--- src/rtl/frame_geometric_remap_unit_defines.svh ---
// ----------------------------------------------------------------------------
// frame_geometric_remap_unit_defines
// Assertion macros shared by the remap unit RTL.
// ----------------------------------------------------------------------------
`ifndef FRAME_GEOMETRIC_REMAP_UNIT_DEFINES_SVH
`define FRAME_GEOMETRIC_REMAP_UNIT_DEFINES_SVH

// same-cycle implication, disabled during reset
`define FGR_ASSERT_IMP(name, clk_s, rst_s, ante, cons) \
  name: assert property (@(posedge clk_s) disable iff (rst_s) (ante) |-> (cons)) \
    else $error("fgr same-cycle check failed");

// next-cycle implication, disabled during reset
`define FGR_ASSERT_NXT(name, clk_s, rst_s, ante, cons) \
  name: assert property (@(posedge clk_s) disable iff (rst_s) (ante) |=> (cons)) \
    else $error("fgr next-cycle check failed");

`endif

--- src/rtl/fgr_pkg.sv ---
// ----------------------------------------------------------------------------
// fgr_pkg
// Shared types and constants of the frame geometric remap unit.
// ----------------------------------------------------------------------------
`default_nettype none

package fgr_pkg;

  localparam int SIDE      = 256;
  localparam int COORD_W   = 8;
  localparam int ADDR_W    = 2 * COORD_W;
  localparam int DEPTH     = SIDE * SIDE;
  localparam int PIX_W     = 24;
  localparam int MODE_W    = 4;
  localparam int QDEPTH    = 4;
  localparam int QPTR_W    = $clog2(QDEPTH);
  localparam int PADDR_W   = 3;
  localparam int PDATA_W   = 32;

  // register index (byte address / 4)
  localparam logic REG_REMAP_MODE = 1'b0;

  // request kinds
  localparam logic REQ_WRITE = 1'b0;
  localparam logic REQ_READ  = 1'b1;

  typedef enum logic [MODE_W-1:0] {
    MODE_IDENT     = 4'd0,
    MODE_FLIP_H    = 4'd1,
    MODE_FLIP_V    = 4'd2,
    MODE_ROT90     = 4'd3,
    MODE_ROT180    = 4'd4,
    MODE_ROT270    = 4'd5,
    MODE_MIR_UP    = 4'd6,
    MODE_MIR_DOWN  = 4'd7,
    MODE_MIR_LEFT  = 4'd8,
    MODE_MIR_RIGHT = 4'd9,
    MODE_ZOOM_TL   = 4'd10,
    MODE_ZOOM_TR   = 4'd11,
    MODE_ZOOM_BL   = 4'd12,
    MODE_ZOOM_BR   = 4'd13
  } remap_mode_t;

  // one classified request waiting for the store
  typedef struct packed {
    logic               is_read;
    logic [ADDR_W-1:0]  addr;
    logic [PIX_W-1:0]   pix;
    logic [COORD_W-1:0] row;
    logic [COORD_W-1:0] col;
  } req_entry_t;

endpackage

`default_nettype wire

--- src/rtl/fgr_front.sv ---
// ----------------------------------------------------------------------------
// fgr_front
// Accepts items, maps read positions to a store address, pushes to queue.
// ----------------------------------------------------------------------------
`default_nettype none

module fgr_front (
  input  wire logic                          in_valid,
  output logic                               in_ready,
  input  wire logic                          req_type,
  input  wire logic [fgr_pkg::COORD_W-1:0]   row,
  input  wire logic [fgr_pkg::COORD_W-1:0]   col,
  input  wire logic [7:0]                    red_in,
  input  wire logic [7:0]                    green_in,
  input  wire logic [7:0]                    blue_in,
  input  wire logic [fgr_pkg::MODE_W-1:0]    remap_mode,
  input  wire logic                          q_full,
  output logic                               push,
  output fgr_pkg::req_entry_t                entry
);

  import fgr_pkg::*;

  logic [COORD_W-1:0] src_row;
  logic [COORD_W-1:0] src_col;

  // SIDE-1-x is the bitwise complement on a full-width coordinate;
  // half-frame test is the coordinate msb.
  always_comb begin
    src_row = row;
    src_col = col;
    case (remap_mode_t'(remap_mode))
      MODE_FLIP_H:    src_col = ~col;
      MODE_FLIP_V:    src_row = ~row;
      MODE_ROT90: begin
        src_row = ~col;
        src_col = row;
      end
      MODE_ROT180: begin
        src_row = ~row;
        src_col = ~col;
      end
      MODE_ROT270: begin
        src_row = col;
        src_col = ~row;
      end
      MODE_MIR_UP:    if (row[COORD_W-1])  src_row = ~row;
      MODE_MIR_DOWN:  if (!row[COORD_W-1]) src_row = ~row;
      MODE_MIR_LEFT:  if (col[COORD_W-1])  src_col = ~col;
      MODE_MIR_RIGHT: if (!col[COORD_W-1]) src_col = ~col;
      MODE_ZOOM_TL: begin
        src_row = {1'b0, row[COORD_W-1:1]};
        src_col = {1'b0, col[COORD_W-1:1]};
      end
      MODE_ZOOM_TR: begin
        src_row = {1'b0, row[COORD_W-1:1]};
        src_col = {1'b1, col[COORD_W-1:1]};
      end
      MODE_ZOOM_BL: begin
        src_row = {1'b1, row[COORD_W-1:1]};
        src_col = {1'b0, col[COORD_W-1:1]};
      end
      MODE_ZOOM_BR: begin
        src_row = {1'b1, row[COORD_W-1:1]};
        src_col = {1'b1, col[COORD_W-1:1]};
      end
      default: begin
        src_row = row;
        src_col = col;
      end
    endcase
  end

  assign in_ready = !q_full;
  assign push     = in_valid && !q_full;

  always_comb begin
    entry.is_read = (req_type == REQ_READ);
    entry.addr    = entry.is_read ? {src_row, src_col} : {row, col};
    entry.pix     = {red_in, green_in, blue_in};
    entry.row     = row;
    entry.col     = col;
  end

endmodule

`default_nettype wire

--- config.mk ---
export PLATFORM = sky130hd
export DESIGN_NAME = fgr_front
export DESIGN_NICKNAME = d
export VERILOG_FILES = /design/src/rtl/frame_geometric_remap_unit_defines.svh /design/src/rtl/fgr_pkg.sv /design/src/rtl/fgr_front.sv
export SDC_FILE = /design/constraint.sdc
export NUM_CORES = 1
export LEC_CHECK = 0
export ABC_AREA = 1
export BUFFER_PORTS_ARGS = -buffer_cell sky130_fd_sc_hd__buf_2
export CAP_MARGIN = 10
export CORE_UTILIZATION = 49
export DETAILED_ROUTE_END_ITERATION = 8
export PLACE_DENSITY = 0.9
export SETUP_SLACK_MARGIN = 0.05
export SKIP_LAST_GASP = 1
export SLEW_MARGIN = 5
export SYNTH_ARGS = -nofsm -noshare
export SYNTH_HDL_FRONTEND = slang
export SYNTH_SLANG_ARGS = --single-unit
--- constraint.sdc ---
create_clock -name vclk -period 2.7
set_input_delay 0.54 -clock vclk [all_inputs]
set_output_delay 0.54 -clock vclk [all_outputs]
set_load 0.03 [all_outputs]
==> reports/qor.yml <==
status: "finished clean"
tns_ps: 0
grt_pass1_vias: 1762
whs_ps: 1080
endpoint_kind: "output port"
ys_warn_count: 0
dp.final_hpwl_um: 3320
clock.fmax_mhz: 426
port-buffer-count: 58
rsz0062_at_grt: "no"
cp_max_fo: 8
synth_area_mm2: 0.00170
die_h_um: 60.9
cts_resized: 0
antenna_found_initial: 0
maxSlewHeadroom_pct: 61.0
antenna_left: 0
crit_family: "simple AND/OR/NAND/NOR gates"
avgViaCountPerCell: 5.15
final_hold_viol_count: 0
track_usage_pct: 24.6
n_antenna_cell: 0
leakage_nw: 1.03
cp_slowest_cell: "nand2_1"
drt_wl_total_um: 4430
vias: 2153
wl_per_cell_um: 10.6
seq_area_um2: 0
grt_max_degree: 19
crit_type: "in -> out"
synth_seq_area_share_pct: 0
cp_cell_sequence: "buf_2, inv_1, nor2_1, nand2_1, nand2_1, nand2_1, nand3_1, nor2_1, nor2_1, buf_2"
nClkBuffers: 0
path_buf_inv: 3
fin_nets: 421
setup_viol: 0
worst_slew_pin_slew_ps: 583
route.detailed.drc: 0
period_needed_ps: 2350
synth_cell_types: 21
hold_class: "in -> out"
drive_gt1_share_pct: 19.6
fin_crit_sh_pct: 87.0
fillers: 365
gp_congestion: 0.935
crit_path_max_incr_delay_ps: 260
die_w_um: 60.9
grt.overflow.total: 0
io_pins: 106
grt_first_pass_wirelength_um: 7270
peakVddDrop_mv: 0.0882
start_util_pct: 51.0
crit_required_ps: 2160
slew_violations: 0
die_area_mm2: 0.00371
n_sequential_cell: 0
crit_arrival_ps: 1810
syn_nets: 412
post-cts-setup-buffer-count: 0
drt-initial-drc-count: 298
dr.pass1.iters: 5
rows: 21
core_area_mm2: 0.00334
drv_cap: 0
ctsHoldBuffers: 0
crit_path_start_kind: "input pin"
synth_cells: 365
area_delta_synth_final_pct: -0.882
power_density_mw_per_mm2: 214
avgSynthCellArea_um2: 4.66
==> cells in the final DEF (no fill, tap or decap), drive strengths merged <==
cell type and count:
inv 22, nor2 58, clkinv 1, nand3b 5
xor2 4, o211ai 1, o21ai 12, nand2 173
xnor2 4, nand3 24, buf 62, a21oi 6
==> routing by layer <==
metal  vias to the layer above  global-route usage, %  wire length (um)
met1                       955                   32.5              1940
met5                         -                      0                 0
met2                       111                   44.7              2090
met3                         0                  0.426               404
li1                       1087                      -                 -
met4                         0                   5.19                 0
==> cell type report <==
| type | instances | area (um2) | area share (%) |
|---|---|---|---|
| inverter | 23 | 86.3 | 5.12 |
| multi-input combinational | 287 | 1220 | 72.5 |
| tap | 46 | 57.6 | 3.41 |
| timing repair buffer | 62 | 320 | 19.0 |
==> logic make-up after synthesis <==
group                     Yosys count  share of synthesized area [%]
AOI/OAI and AO/OA                  19                           6.62
and+or+nand+nor                   260                           61.1
xor gates and xnor gates            8                           4.12
buffers and inverters              78                           28.2
==> worst paths after layout <==
path / start / to / slack [ps] / cells after the start
worst max-delay path: remap_mode[0] / entry[43] / 350 / 10
worst min-delay path: blue_in[7] / entry[23] / 1080 / 0
==> through the flow <==
stage                     std cells  cell area (um2)  power [mW]  util (%)  setup slack (ps)
final                           418             1690       0.361      50.5               351
after global routing            418             1690       0.400      50.5               222
after CTS                       418             1690       0.357      50.5               376
after detailed placement        418             1690       0.356      50.5               379
after global placement          418             1690       0.349      50.5               426
after floorplan                 365             1700       0.348         -               448
==> power breakdown <==
group	internal [mW]	switching (mW)	total, mW
combinational	0.110	0.251	0.361
sequential	0	0	0
clock	0	0	0
total	0.110	0.251	0.361
==> synthesized netlist by cell type (all sizes together) <==
cell / instances / area share, %
nand2: 173 / 39
o211ai: 1 / 0.44
a21oi: 6 / 2.6
clkinv: 1 / 0.22
nand3: 24 / 7.1
o21ai: 12 / 3.5
nor2: 58 / 13
xnor2: 4 / 2.1
xor2: 4 / 2.1
nand3b: 5 / 2.2
buf: 55 / 23
inv: 22 / 4.9
No activity file was read; power rests on OpenSTA's default activity.
