==> config.mk <==
export PLATFORM = sky130hd
export DESIGN_NAME = fgr_queue
export DESIGN_NICKNAME = d
export VERILOG_FILES = /design/src/rtl/fgr_pkg.sv /design/src/rtl/fgr_queue.sv
export VERILOG_INCLUDE_DIRS = /design/src /design/src/rtl
export SDC_FILE = /design/constraint.sdc
export NUM_CORES = 1
export LEC_CHECK = 0
export BUFFER_PORTS_ARGS = -buffer_cell sky130_fd_sc_hd__buf_4
export CAP_MARGIN = 25
export CORE_MARGIN = 3
export CORE_UTILIZATION = 30
export CTS_CLUSTER_SIZE = 14
export DETAILED_ROUTE_END_ITERATION = 16
export PLACE_DENSITY = 0.47
export SETUP_SLACK_MARGIN = 0.15
export SYNTH_ARGS = -nofsm -noshare
export SYNTH_HDL_FRONTEND = slang
export SYNTH_SLANG_ARGS = --single-unit
==> constraint.sdc <==
create_clock -name clk -period 3.22 [get_ports clk]
set_input_delay 0.322 -clock clk [delete_from_list [all_inputs] [get_ports clk]]
set_output_delay 0.322 -clock clk [all_outputs]
set_load 0.01 [all_outputs]
==> src/rtl/frame_geometric_remap_unit_defines.svh <==
// ----------------------------------------------------------------------------
// frame_geometric_remap_unit_defines
// Assertion macros shared by the remap unit RTL.
// ----------------------------------------------------------------------------
`ifndef FRAME_GEOMETRIC_REMAP_UNIT_DEFINES_SVH
`define FRAME_GEOMETRIC_REMAP_UNIT_DEFINES_SVH

// same-cycle implication, disabled during reset
`define FGR_ASSERT_IMP(name, clk_s, rst_s, ante, cons) \
  name: assert property (@(posedge clk_s) disable iff (rst_s) (ante) |-> (cons)) \
    else $error("fgr same-cycle check failed");

// next-cycle implication, disabled during reset
`define FGR_ASSERT_NXT(name, clk_s, rst_s, ante, cons) \
  name: assert property (@(posedge clk_s) disable iff (rst_s) (ante) |=> (cons)) \
    else $error("fgr next-cycle check failed");

`endif

==> src/rtl/fgr_pkg.sv <==
// ----------------------------------------------------------------------------
// fgr_pkg
// Shared types and constants of the frame geometric remap unit.
// ----------------------------------------------------------------------------
`default_nettype none

package fgr_pkg;

  localparam int SIDE      = 256;
  localparam int COORD_W   = 8;
  localparam int ADDR_W    = 2 * COORD_W;
  localparam int DEPTH     = SIDE * SIDE;
  localparam int PIX_W     = 24;
  localparam int MODE_W    = 4;
  localparam int QDEPTH    = 4;
  localparam int QPTR_W    = $clog2(QDEPTH);
  localparam int PADDR_W   = 3;
  localparam int PDATA_W   = 32;

  // register index (byte address / 4)
  localparam logic REG_REMAP_MODE = 1'b0;

  // request kinds
  localparam logic REQ_WRITE = 1'b0;
  localparam logic REQ_READ  = 1'b1;

  typedef enum logic [MODE_W-1:0] {
    MODE_IDENT     = 4'd0,
    MODE_FLIP_H    = 4'd1,
    MODE_FLIP_V    = 4'd2,
    MODE_ROT90     = 4'd3,
    MODE_ROT180    = 4'd4,
    MODE_ROT270    = 4'd5,
    MODE_MIR_UP    = 4'd6,
    MODE_MIR_DOWN  = 4'd7,
    MODE_MIR_LEFT  = 4'd8,
    MODE_MIR_RIGHT = 4'd9,
    MODE_ZOOM_TL   = 4'd10,
    MODE_ZOOM_TR   = 4'd11,
    MODE_ZOOM_BL   = 4'd12,
    MODE_ZOOM_BR   = 4'd13
  } remap_mode_t;

  // one classified request waiting for the store
  typedef struct packed {
    logic               is_read;
    logic [ADDR_W-1:0]  addr;
    logic [PIX_W-1:0]   pix;
    logic [COORD_W-1:0] row;
    logic [COORD_W-1:0] col;
  } req_entry_t;

endpackage

`default_nettype wire

==> src/rtl/fgr_queue.sv <==
// ----------------------------------------------------------------------------
// fgr_queue
// Small FIFO of classified requests between front and back.
// ----------------------------------------------------------------------------
`default_nettype none

`include "frame_geometric_remap_unit_defines.svh"

module fgr_queue (
  input  wire logic                 clk,
  input  wire logic                 rst,
  input  wire logic                 push,
  input  wire fgr_pkg::req_entry_t  push_entry,
  output logic                      full,
  input  wire logic                 pop,
  output logic                      head_valid,
  output fgr_pkg::req_entry_t       head
);

  import fgr_pkg::*;

  req_entry_t          slots [QDEPTH];
  logic [QPTR_W-1:0]   wr_ptr;
  logic [QPTR_W-1:0]   rd_ptr;
  logic [QPTR_W:0]     count;

  assign full       = (count == (QPTR_W+1)'(QDEPTH));
  assign head_valid = (count != '0);
  assign head       = slots[rd_ptr];

  always_ff @(posedge clk) begin
    if (push) begin
      slots[wr_ptr] <= push_entry;
    end
  end

  always_ff @(posedge clk) begin
    if (rst) begin
      wr_ptr <= '0;
      rd_ptr <= '0;
      count  <= '0;
    end else begin
      if (push) wr_ptr <= wr_ptr + 1'b1;
      if (pop)  rd_ptr <= rd_ptr + 1'b1;
      case ({push, pop})
        2'b10:   count <= count + 1'b1;
        2'b01:   count <= count - 1'b1;
        default: count <= count;
      endcase
    end
  end

  `FGR_ASSERT_IMP(a_q_no_overflow, clk, rst, push, !full)
  `FGR_ASSERT_IMP(a_q_no_underflow, clk, rst, pop, head_valid)
  `FGR_ASSERT_IMP(a_q_count_bound, clk, rst, 1'b1, count <= (QPTR_W+1)'(QDEPTH))

endmodule

`default_nettype wire

==> impl_summary.md, run 1 <==
Status
The flow ran to the end, and the final reports show no timing, DRC or antenna violations.

Logic synthesis
For this run, the number of Yosys warnings is 0. The number of synthesized register bits is between 200 and 250. By area, the combinational part of the netlist is dominated by multiplexers. Dividing the synthesized area by the synthesized cell count gives 25.4 um^2. The mux contribution to synthesized area is between 15 and 20%. The netlist area before placement is a little under 0.009 mm^2. Synthesis produced 340 cells.

Of the synthesized area, sequential elements account for between 80% and 90%. Summing the areas of all compound-gate instances in the mapped netlist gives 0.116% of the synthesized area. Summing the areas of all xor and xnor instances in the mapped netlist gives 0.507% of the synthesized area. The number of nets in the synthesized netlist is 407. The area share of the largest cell type after synthesis is 79.2%.

Synthesis instantiated 20 different standard cells from the library. The simple-gate portion of the synthesized area is 0.868%. In the post-synthesis netlist, the biggest area contributors are sky130_fd_sc_hd__edfxtp_1, sky130_fd_sc_hd__mux4_2, sky130_fd_sc_hd__dfxtp_1. Summed over all instances, the cell type with the most area after synthesis is sky130_fd_sc_hd__edfxtp_1. The synthesized netlist devotes less than 1% of its cell area to adder and majority cells.

CTS
The CTS clock-pin slew for the worst setup and hold paths is about 0.05 ns. The tree is rooted in a sky130_fd_sc_hd__clkbuf_16. No sink is reached through more buffers than the 3 on the longest clock path. The count of instances resized after the clock tree is built is 0.

TritonCTS built the clock tree. CTS built an H-tree with a depth of 1. Clock tree synthesis found a total of about 240 sinks. At the later pin of the worst-skew pair, clock insertion delay measures 0.52 ns. After clock tree synthesis, the setup repair step added 0 buffers.

Buffers inserted during clock tree synthesis total 27.

Min path
The class of the tightest hold or removal check is input port to flop.

Floorplan
The area of the core region is 0.0281 mm^2. The die boundary width is 176 um. The die area is ~0.03 mm^2. During I/O placement, the number of pins put on the boundary was 120.

The floorplan die height is around 180 um. The floorplan has 61 rows. The initial cell density of the core is a little under a third.

Critical path
The kind of cell adding the most delay to the critical path is flip-flops. The buffer and inverter count on the worst path is 2. The maximum fanout along the worst path is 23. The endpoint kind of the worst setup timing path is an output pin. For this run, the slowest stage of the critical path takes 0.67 ns. Walking the worst path, the cells encountered are buf_4 > mux4_2 > buf_4.

The endpoint arrival time on the critical path is between 2 and 2.5 ns. The critical path launch point type is a flop. The cell with the most instances on the worst path is sky130_fd_sc_hd__buf_4. The slowest stage cell on the critical path is sky130_fd_sc_hd__dfxtp_4. The data required time of the critical path is 2.90 ns. The worst setup path is of the flop to output pin kind.

Placed design
In this run the tool buffered the top-level ports with 119 buffer cells. The HPWL after detailed placement is ~9300 um. OpenSTA, run right after detailed placement, puts the worst setup slack at about 1.1 ns. Summing all placed instances gives a cell area of between 0.009 and 0.01 mm^2. The post-placement cell count is 826. The placer's final routability congestion estimate is just under 0.7.

Layout
The number of standard cells in the layout, taps in and fillers out is 931. Leaving out fill and tap cells, the most frequent cells in the layout are sky130_fd_sc_hd__edfxtp_1, sky130_fd_sc_hd__buf_4, sky130_fd_sc_hd__mux4_2, sky130_fd_sc_hd__dlygate4sd3_1, sky130_fd_sc_hd__clkbuf_16. Relative to the synthesized area, the layout overhead comes to 31.9%. The post-layout instance area is 0.0114 mm^2.

The fraction of final layout cells with drive strength greater than 1 is 40.5%. The fill cell instance count of the final layout is 2574. The net count reported at finish is between 600 and 700. The area of the multi-input gates is 0.00153 mm^2.

Measured on the finished design, the core utilization comes to between 40% and 50%. 0 antenna diodes ended up in the layout. Leaving out fill and tap cells, the most frequent cell in the layout is sky130_fd_sc_hd__edfxtp_1.

The footprint of the flip-flops and latches is 0.00703 mm^2.

Drt
The DRC marker count from the first detailed-route iteration is 209. The final wirelength is 17100 um. The number of design rule violations left after detail routing is 0. After detailed routing, the average wire length per cell comes to 18.3 um. The total via count in the routed design is 4075. The residual antenna-violating net count after detailed routing is 0. The total iterations of the first detailed-routing run is 4. The routed via count divided by cell count is between 4 and 5.

STA
Clock skew on the completed layout was measured at 0.0162 ns. The transition at the pin with the smallest max-transition slack is 0.963 ns. Setup violations remaining at the end of the flow were counted as 0. The final worst-path cycle share is 79.6%.

The number of slew-limit violations in the final report was 0. Across all setup checks in the final design, the least slack found is 0.658 ns. The sum of negative setup slack is 0 ns. Timing would allow up to 390 MHz. The final hold violation count is 0. Setup repair after global routing left no endpoint under its margin. Headroom to the max-slew limit came out at 35.8%.

After layout, the minimum clock period comes to between 2 and 3 ns.

Pwr
The worst-case vdd ir drop is 302 uV. For this design the ratio of total power to cell area is 639 mW/mm^2. The leakage power summed over all cells is a little under 4 nW.

GRT
For this run the aggregate overflow at the end of global routing stands at 0. Entering global routing, the biggest net connects 58 pins. The via count of the first global-routing pass is approximately 4500. The global-route total usage across every layer is 11.1%. The global-route wire length before repair is 26400 um. The initial antenna violation count is 0.

Run
The max-capacitance violation count is 0.
[routing by layer]
| metal | track usage (%) | up-vias | share of wire, % |
|---|---|---|---|
| met2 | 17.9 | 104 | 48 |
| met3 | 2.51 | 28 | 5.4 |
| met1 | 15.2 | 2099 | 45 |
| met5 | 0 | - | 0 |
| met4 | 2.87 | 0 | 1.9 |
| li1 | - | 1844 | - |
[per-stage QoR]
step                power, mW  hold slack [ns]
global route             7.59          0.00210
detailed placement       4.41            0.504
global placement         4.39            0.469
CTS                      7.40        0.0000734
finish                   7.28           0.0307
floorplan                4.03            0.421
[cells in the mapped netlist]
library cell,number
sky130_fd_sc_hd__nor3b_1,1
sky130_fd_sc_hd__ha_1,5
sky130_fd_sc_hd__xnor2_1,3
sky130_fd_sc_hd__buf_2,4
sky130_fd_sc_hd__xor2_1,2
sky130_fd_sc_hd__mux4_2,57
sky130_fd_sc_hd__o21ai_0,1
sky130_fd_sc_hd__mux2i_1,2
sky130_fd_sc_hd__a21oi_1,1
sky130_fd_sc_hd__buf_4,2
sky130_fd_sc_hd__dfxtp_1,9
sky130_fd_sc_hd__inv_1,3
sky130_fd_sc_hd__and2_1,4
sky130_fd_sc_hd__nor2_1,7
sky130_fd_sc_hd__nand2_1,1
sky130_fd_sc_hd__fa_1,1
sky130_fd_sc_hd__or3_1,2
sky130_fd_sc_hd__clkbuf_1,3
sky130_fd_sc_hd__edfxtp_1,228
sky130_fd_sc_hd__buf_6,4
[what timing repair did]
item / in CTS / in global routing
hold endpoints to repair: 211 / 12
hold buffers: 53 / 3
endpoints found under the setup margin: 0 / 0
[final cells by class]
cell class              instances  area share, %
clock buffers                  32           6.09
clock inverters                16           1.37
inverters                       3         0.0987
multi-input cells              87           13.4
flip-flops and latches        237           61.7
well taps                     378           4.15
repair buffers                178           13.2
[worst paths after layout]
kind             startpoint            to  slack (ns)  cells after the start
min          push_entry[52]  slots[2][52]        0.03                      1
min reg2reg        count[2]      count[2]        0.51                      2
max                    flop      head[27]        0.66                      3
max reg2reg       wr_ptr[0]  slots[0][56]        1.45                      3
[state kept, by name, summed over array words and instances (netlist names), named ones only]
register,flops
rd_ptr,2
count,3
slots,228
wr_ptr,2
[where the power goes]
part / leakage (nW) / total, mW / switching (mW) / internal, mW
clock: 0.419 / 2.91 / 1.14 / 1.77
combinational: 1.27 / 0.754 / 0.332 / 0.422
sequential: 2.17 / 3.62 / 0.0796 / 3.54
total: 3.86 / 7.28 / 1.55 / 5.73
[cells by family (layout without fill, tap and decap cells)]
| logic type | count (synthesis) | in the layout |
|---|---|---|
| DFF | 237 | 237 |
| and+or+nand+nor | 15 | 15 |
| xor gates and xnor gates | 5 | 5 |
| adders and majority gates | 6 | 6 |
| muxes | 59 | 59 |
| AOI/OAI and AO/OA | 2 | 2 |
| buffers and inverters | 16 | 229 |
Power figures use the tool's default switching activity.
==> inputs of run 2 (changes only) <==
--- a/config.mk
+++ b/config.mk
@@ -12,7 +12,7 @@
 export CORE_UTILIZATION = 30
 export CTS_CLUSTER_SIZE = 14
 export DETAILED_ROUTE_END_ITERATION = 16
-export PLACE_DENSITY = 0.47
+export PLACE_DENSITY = 0.49
 export SETUP_SLACK_MARGIN = 0.15
 export SYNTH_ARGS = -nofsm -noshare
 export SYNTH_HDL_FRONTEND = slang
==> constraint.sdc (replaced) <==
create_clock -name clk -period 2.1 [get_ports clk]
set_input_delay 0.21 -clock clk [delete_from_list [all_inputs] [get_ports clk]]
set_output_delay 0.21 -clock clk [all_outputs]
set_load 0.01 [all_outputs]
==> impl_summary.md, run 2 (same netlist as run 1, synthesis figures left out) <==
Floorplan
After floorplanning, the core was sized to cover 0.0281 mm^2. The die boundary width is 176 um. The die is around 180 um tall.

The die area is roughly 0.031 mm^2. The initial utilization of the core area, before any placement, comes to 30.8%. The standard-cell row count is slightly above 60. The count of pins on the block boundary is 120.

Layout
The most frequent standard cell in the layout excluding fill and tap cells is sky130_fd_sc_hd__edfxtp_1. Of the cells placed in the final design, the portion with a size suffix greater than 1 is 41.3%. The repair_antennas step left the layout with diodes totalling 0. In the layout the commonest cells are sky130_fd_sc_hd__edfxtp_1, sky130_fd_sc_hd__buf_4, sky130_fd_sc_hd__dlygate4sd3_1, sky130_fd_sc_hd__buf_6, sky130_fd_sc_hd__mux4_2. Fill cells in the final layout number approximately 2500. The flip-flop count of the largest register after layout is ~230. In the final design database the tool counted between 600 and 700 nets.

More flip-flops sit in one register than any other, and that register is slots. The area growth from synthesis to layout is 38.6%. In the final layout, the registers with the most flip-flops are slots: 228 flops, count: 3 flops.

CTS
The TritonCTS clock tree is done. The deepest clock path buffer count is 3. The number of buffers created by CTS is 27. The later-pin clock latency in the skew report is 0.51 ns.

The tree built by TritonCTS fans out to 237 sinks. The cell sitting at the root of the clock tree is a sky130_fd_sc_hd__clkbuf_16. The CTS clock-pin slew for the worst setup and hold paths is 0.06 ns. The H-tree level count is 1.

STA
The number of slew-limit violations in the final report is 0. The number of setup violations in the final report is 20. The setup skew after layout is ~0.014 ns. The worst path in the final design needs a cycle of 2.13 ns, including I/O delays and setup. The transition at the pin with the smallest max-transition slack is 0.419 ns.

The minimum setup slack in the final design is -0.0263 ns. The final hold violation count was 0. The final worst-path cycle share is 101%. The final hold slack is 0.433 ns. The headroom to the max-slew limit is a little over 70%. The highest clock frequency the design can meet is 470 MHz. Setup repair after global routing could not meet its margin everywhere. In the final timing run, aggregate negative setup slack is -0.179 ns.

GRT
The first global-routing pass estimated 26600 um of wire. The via count of the first global-routing pass is 4577. Entering global routing, the biggest net connects a little under 60 pins. The initial antenna violation count is 1. The aggregate global routing overflow is 0.

Global routing used ~11% of the available tracks.

Min path
The worst hold path begins at push_entry[7]. The worst hold path belongs to the class input port to flop.

Critical path
The endpoint kind of the worst setup timing path is an output pin. In this run the worst path has a maximum fanout of 5. Counting both buffers and inverters, the worst setup path holds a total of 3. By startpoint and endpoint, the worst setup path is classified as flop to output pin. The critical register-to-register path startpoint is count[0]. The cell family contributing the most delay on the critical path is multiplexers. Traced cell by cell, the critical path runs through buf_6 > buf_12 > mux4_2 > buf_6.

The data required time of the critical path is between 1.5 and 2 ns. The critical path launch point type is a flop. The cell with the most instances on the worst path is sky130_fd_sc_hd__buf_6. In this design, the stage delay of the slowest critical-path cell is approximately 0.55 ns. The largest individual stage delay along the critical path comes from the cell sky130_fd_sc_hd__mux4_2. The endpoint arrival time on the critical path is roughly 1.9 ns.

Drt
The count of nets left with antenna violations once routing finished came out at 0. The total via count in the routed design is 4155. In the final routed layout, each cell accounts on average for 18.5 um. The final wirelength is 17700 um.

The routed via count divided by cell count is 4.35. In the routed design, unresolved DRC markers number 0. The total iterations of the first detailed-routing run is 5. The DRC marker count from the first detailed-route iteration is between 200 and 250.

Placed design
The congestion estimate from routability-driven global placement came to 0.647. The worst slack after detailed placement is 0.313 ns. Port buffering added around 120 buffers. Summed over all nets, the half-perimeter wirelength after detailed placement is 9760 um.

Pwr
Of the total power, the clock network draws 37.4%. Cell internal power was estimated by the tool at 8.76 mW. Combinational logic burns 13.5% of the power.

Power spread over the standard cell area amounts to 934 mW/mm^2. The worst-case vdd ir drop is about 470 uV. The leakage power summed over all cells is about 4.1 nW. The relative contribution of sequential cells to total power is 49.1%. The power dissipated by switching net loads is 2.43 mW. Net switching is 21.7% of the power.

Status
The checks that failed: setup timing. The flow ran to the end, but the final reports show violations.

Run
The max-capacitance violation count is 0.
==> run 2: area by class of cell <==
class,instances,area [um^2],share of cell area (%)
sequential,237,7030,58.7
timing repair buffer,202,2140,17.9
multi-input combinational,87,1530,12.7
clock buffer,33,698,5.83
tap,378,473,3.95
clock inverter,16,100,0.835
inverter,3,11.3,0.0940
==> run 2: per-stage QoR <==
stage          cells  power, mW  instance area, um^2  util, %
5_1_grt          956       11.7                12000     42.7
3_3_place_gp     835       6.77                10100     36.0
6_report         956       11.2                12000     42.7
2_1_floorplan    340       6.18                 8650        -
4_1_cts          948       11.2                11600     41.2
3_5_place_dp     835       6.79                10100     36.0
==> run 2: power by group through the flow <==
stage                     clock [mW]  sequential (mW)  combinational [mW]
final                           4.19             5.49                1.51
after global placement             0             5.58                1.19
after global routing            4.60             5.51                1.63
after CTS                       4.33             5.49                1.33
after floorplan                    0             5.57               0.609
after detailed placement           0             5.60                1.20
==> run 2: metal layers <==
layer  share of wire (%)  wire length [um]  global-route usage [%]
met1                  46              8210                    15.7
met2                  46              8210                    17.1
met3                 5.7              1020                    3.26
met4                 1.4               253                    2.54
met5               0.073                13                       0
==> run 2: final timing paths <==
kind                                    end  slack (ns)  cells past startpoint
worst max register to register     count[2]        0.60                      4
worst min-delay path            slots[2][7]        0.43                      2
worst max-delay path               head[50]       -0.03                      4
worst min register to register     count[2]        0.53                      2
==> run 2: timing repair <==
item,4_1_cts,5_1_grt
endpoints found under the setup margin,57,57
setup buffers,2,3
pin swaps,0,0
endpoints found under the hold margin,237,0
hold buffers,61,0
gates cloned,1,5
gates resized for setup,4,65
==> inputs of run 3 (changes only) <==
==> constraint.sdc (replaced) <==
create_clock -name clk -period 2.1 [get_ports clk]
set_input_delay 0 -clock clk [delete_from_list [all_inputs] [get_ports clk]]
set_output_delay 0 -clock clk [all_outputs]
set_load 0.01 [all_outputs]
==> impl_summary.md, run 3 (same netlist as run 1, synthesis figures left out) <==
STA
In the finished design, the share of the clock period the worst path needs comes to ~91%. Setup repair after global routing could not meet its margin everywhere. On the final layout, the worst hold slack is between 0.2 and 0.25 ns.

Setup total negative slack on the finished layout was measured at 0 ns. The setup skew after layout is 0.00845 ns. Static timing analysis puts the maximum clock frequency at between 500 and 600 MHz. The smallest clock period supported by the final layout is computed as 1.92 ns.

Setup violations remaining at the end of the flow were counted as 0. Measured against its own limit, the worst slew margin works out to 71.7%. The final hold violation count is 0. The number of slew-limit violations in the final report is 0.

The transition at the pin with the smallest max-transition slack is 0.424 ns.

Drt
The residual antenna-violating net count after detailed routing is 0. After detailed routing, the total wire length is 18100 um. In the routed design, unresolved DRC markers number 0. After the first detailed-routing iteration, the DRC count stood at 226. After detailed routing, the average wire length per cell comes to 19.2 um.

Summing over every cut layer, the via total after detailed routing is between 4000 and 5000. Before antenna repair, the detailed router went through 4 iterations. Using the TritonRoute via totals, the vias-per-cell ratio works out to roughly 4.5.

Status
The flow ran to the end, and the final reports show no timing, DRC or antenna violations.

Floorplan
The count of pins on the block boundary is between 100 and 150. From bottom edge to top edge, the die measures approximately 180 um. The floorplan step defined a core boundary enclosing 0.0281 mm^2. The initialized floorplan defines 61 standard-cell rows. The die covers 0.0309 mm^2. The initial cell density of the core is 30.8%.

Measured along the x axis, the die boundary spans 176 um.

CTS
The CTS clock-pin slew for the worst setup and hold paths is 0.06 ns. TritonCTS built the clock tree. No sink is reached through more buffers than the 3 on the longest clock path. CTS saw approximately 240 sinks. The number of buffers created by CTS is 26. In this run the number of H-tree levels came out at 1. CTS placed an instance of sky130_fd_sc_hd__clkbuf_16 at the clock tree root. The later pin in the worst-skew pair is clocked with a latency of 0.52 ns.

Critical path
Of all nets on the critical path, the largest fanout is 8. The critical path class is flop to output pin. The data required time of the critical path is 2.10 ns. The worst setup path is launched from a flop. The depth of the worst register-to-register path is 4.

STA classifies the critical path endpoint as an output pin. At the worst endpoint, the arrival time is between 1.5 and 2 ns.

Pwr
The total power density per cell area is ~930 mW/mm^2. For this design the static power due to leakage is between 3 and 4 nW. Across the VDD grid, the largest voltage drop is 425 uV.

Layout
At the end of the flow, the number of nets in the layout was 620. The area growth from synthesis to layout is 34.9%. The footprint of the flip-flops and latches is 0.00703 mm^2.

In the final layout, the share of cells above drive strength 1 is 40.6%. The largest register by flop count is slots. Leaving out fill and tap cells, the most frequent cells in the layout are sky130_fd_sc_hd__edfxtp_1, sky130_fd_sc_hd__buf_4, sky130_fd_sc_hd__dlygate4sd3_1, sky130_fd_sc_hd__mux4_2, sky130_fd_sc_hd__clkbuf_16. The largest registers in the layout are slots: 228 flops, count: 3 flops. The flip-flop count of the largest register after layout is 228. The fill cell instance count of the final layout is 2543. The area of the multi-input gates is between 0.0015 and 0.002 mm^2. The most frequent standard cell in the layout excluding fill and tap cells is sky130_fd_sc_hd__edfxtp_1. The antenna cell count is 0.

GRT
The global-route wire length before repair is roughly 27000 um. The global-route total usage across every layer is between 10% and 20%. The largest net degree at the start of global routing is 58. The initial antenna violation count is 1. The via count of the first global-routing pass is 4644. Global routing finished with a remaining overflow of 0.

Run
The max-capacitance violation count is 0.

Placed design
The congestion estimate from routability-driven global placement came to 0.659. After legalization and detailed placement, the total HPWL measured a little under 10000 um. The number of I/O port buffers is ~120.

Min path
The class of the tightest hold or removal check is input port to flop. The number of stages on the worst hold path is 2.
## run 3: cell type report
| type | instances | share of cell area (%) |
|---|---|---|
| Timing Repair Buffer | 198 | 16.2 |
| Sequential cell | 237 | 60.3 |
| Multi-Input combinational cell | 87 | 13.1 |
| Tap cell | 378 | 4.06 |
| Inverter | 3 | 0.0966 |
| Clock inverter | 9 | 0.429 |
| Clock buffer | 33 | 5.81 |
## run 3: metal layers
metal  part of all wire (%)  wire (um)  track usage [%]  vias up
met4                    1.5        271             2.71        2
met1                     44       7980             15.3     2218
met5                  0.039          7                0        -
met2                     49       8940             18.6      102
met3                    5.3        955             2.70       26
li1                       -          -                -     1872
## run 3: report_power, final
part / internal, mW / switching [mW] / total (mW) / leakage (nW)
registers: 5.43 / 0.0655 / 5.49 / 2.17
clock network: 2.25 / 1.68 / 3.93 / 0.355
logic: 0.763 / 0.613 / 1.38 / 1.44
total: 8.44 / 2.36 / 10.8 / 3.96
## run 3: worst paths after layout
kind | from | end | slack, ns
max reg2reg | count[0] | count[2] | 0.61
min | push_entry[4] | slots[2][4] | 0.22
min reg2reg | rd_ptr[1] | flop | 0.52
max | flop | head[7] | 0.18
## run 3: worst max-delay path: stages (launching register included)
cell	delay [ns]
sky130_fd_sc_hd__dfxtp_4	0.39
sky130_fd_sc_hd__buf_12	0.15
sky130_fd_sc_hd__clkbuf_16	0.19
sky130_fd_sc_hd__mux4_2	0.49
sky130_fd_sc_hd__buf_4	0.16
## run 3: metrics by stage
| stage | cells | total power [mW] | setup WS [ns] | instance area (um^2) | utilization, % |
|---|---|---|---|---|---|
| after CTS | 938 | 10.9 | 0.0926 | 11500 | 40.9 |
| after global placement | 834 | 6.78 | 0.640 | 10100 | 36.0 |
| after global routing | 945 | 11.3 | 0.118 | 11700 | 41.5 |
| after floorplan | 340 | 6.18 | 0.405 | 8650 | - |
| final | 945 | 10.8 | 0.185 | 11700 | 41.5 |
| after detailed placement | 834 | 6.81 | 0.583 | 10100 | 36.0 |
## run 3: timing repair
item / CTS / global route
setup endpoints to repair: 35 / 39
cloned: 1 / 5
resized for setup: 2 / 12
buffers inserted: 0 / 2
hold buffers: 61 / 0
endpoints found under the hold margin: 237 / 0
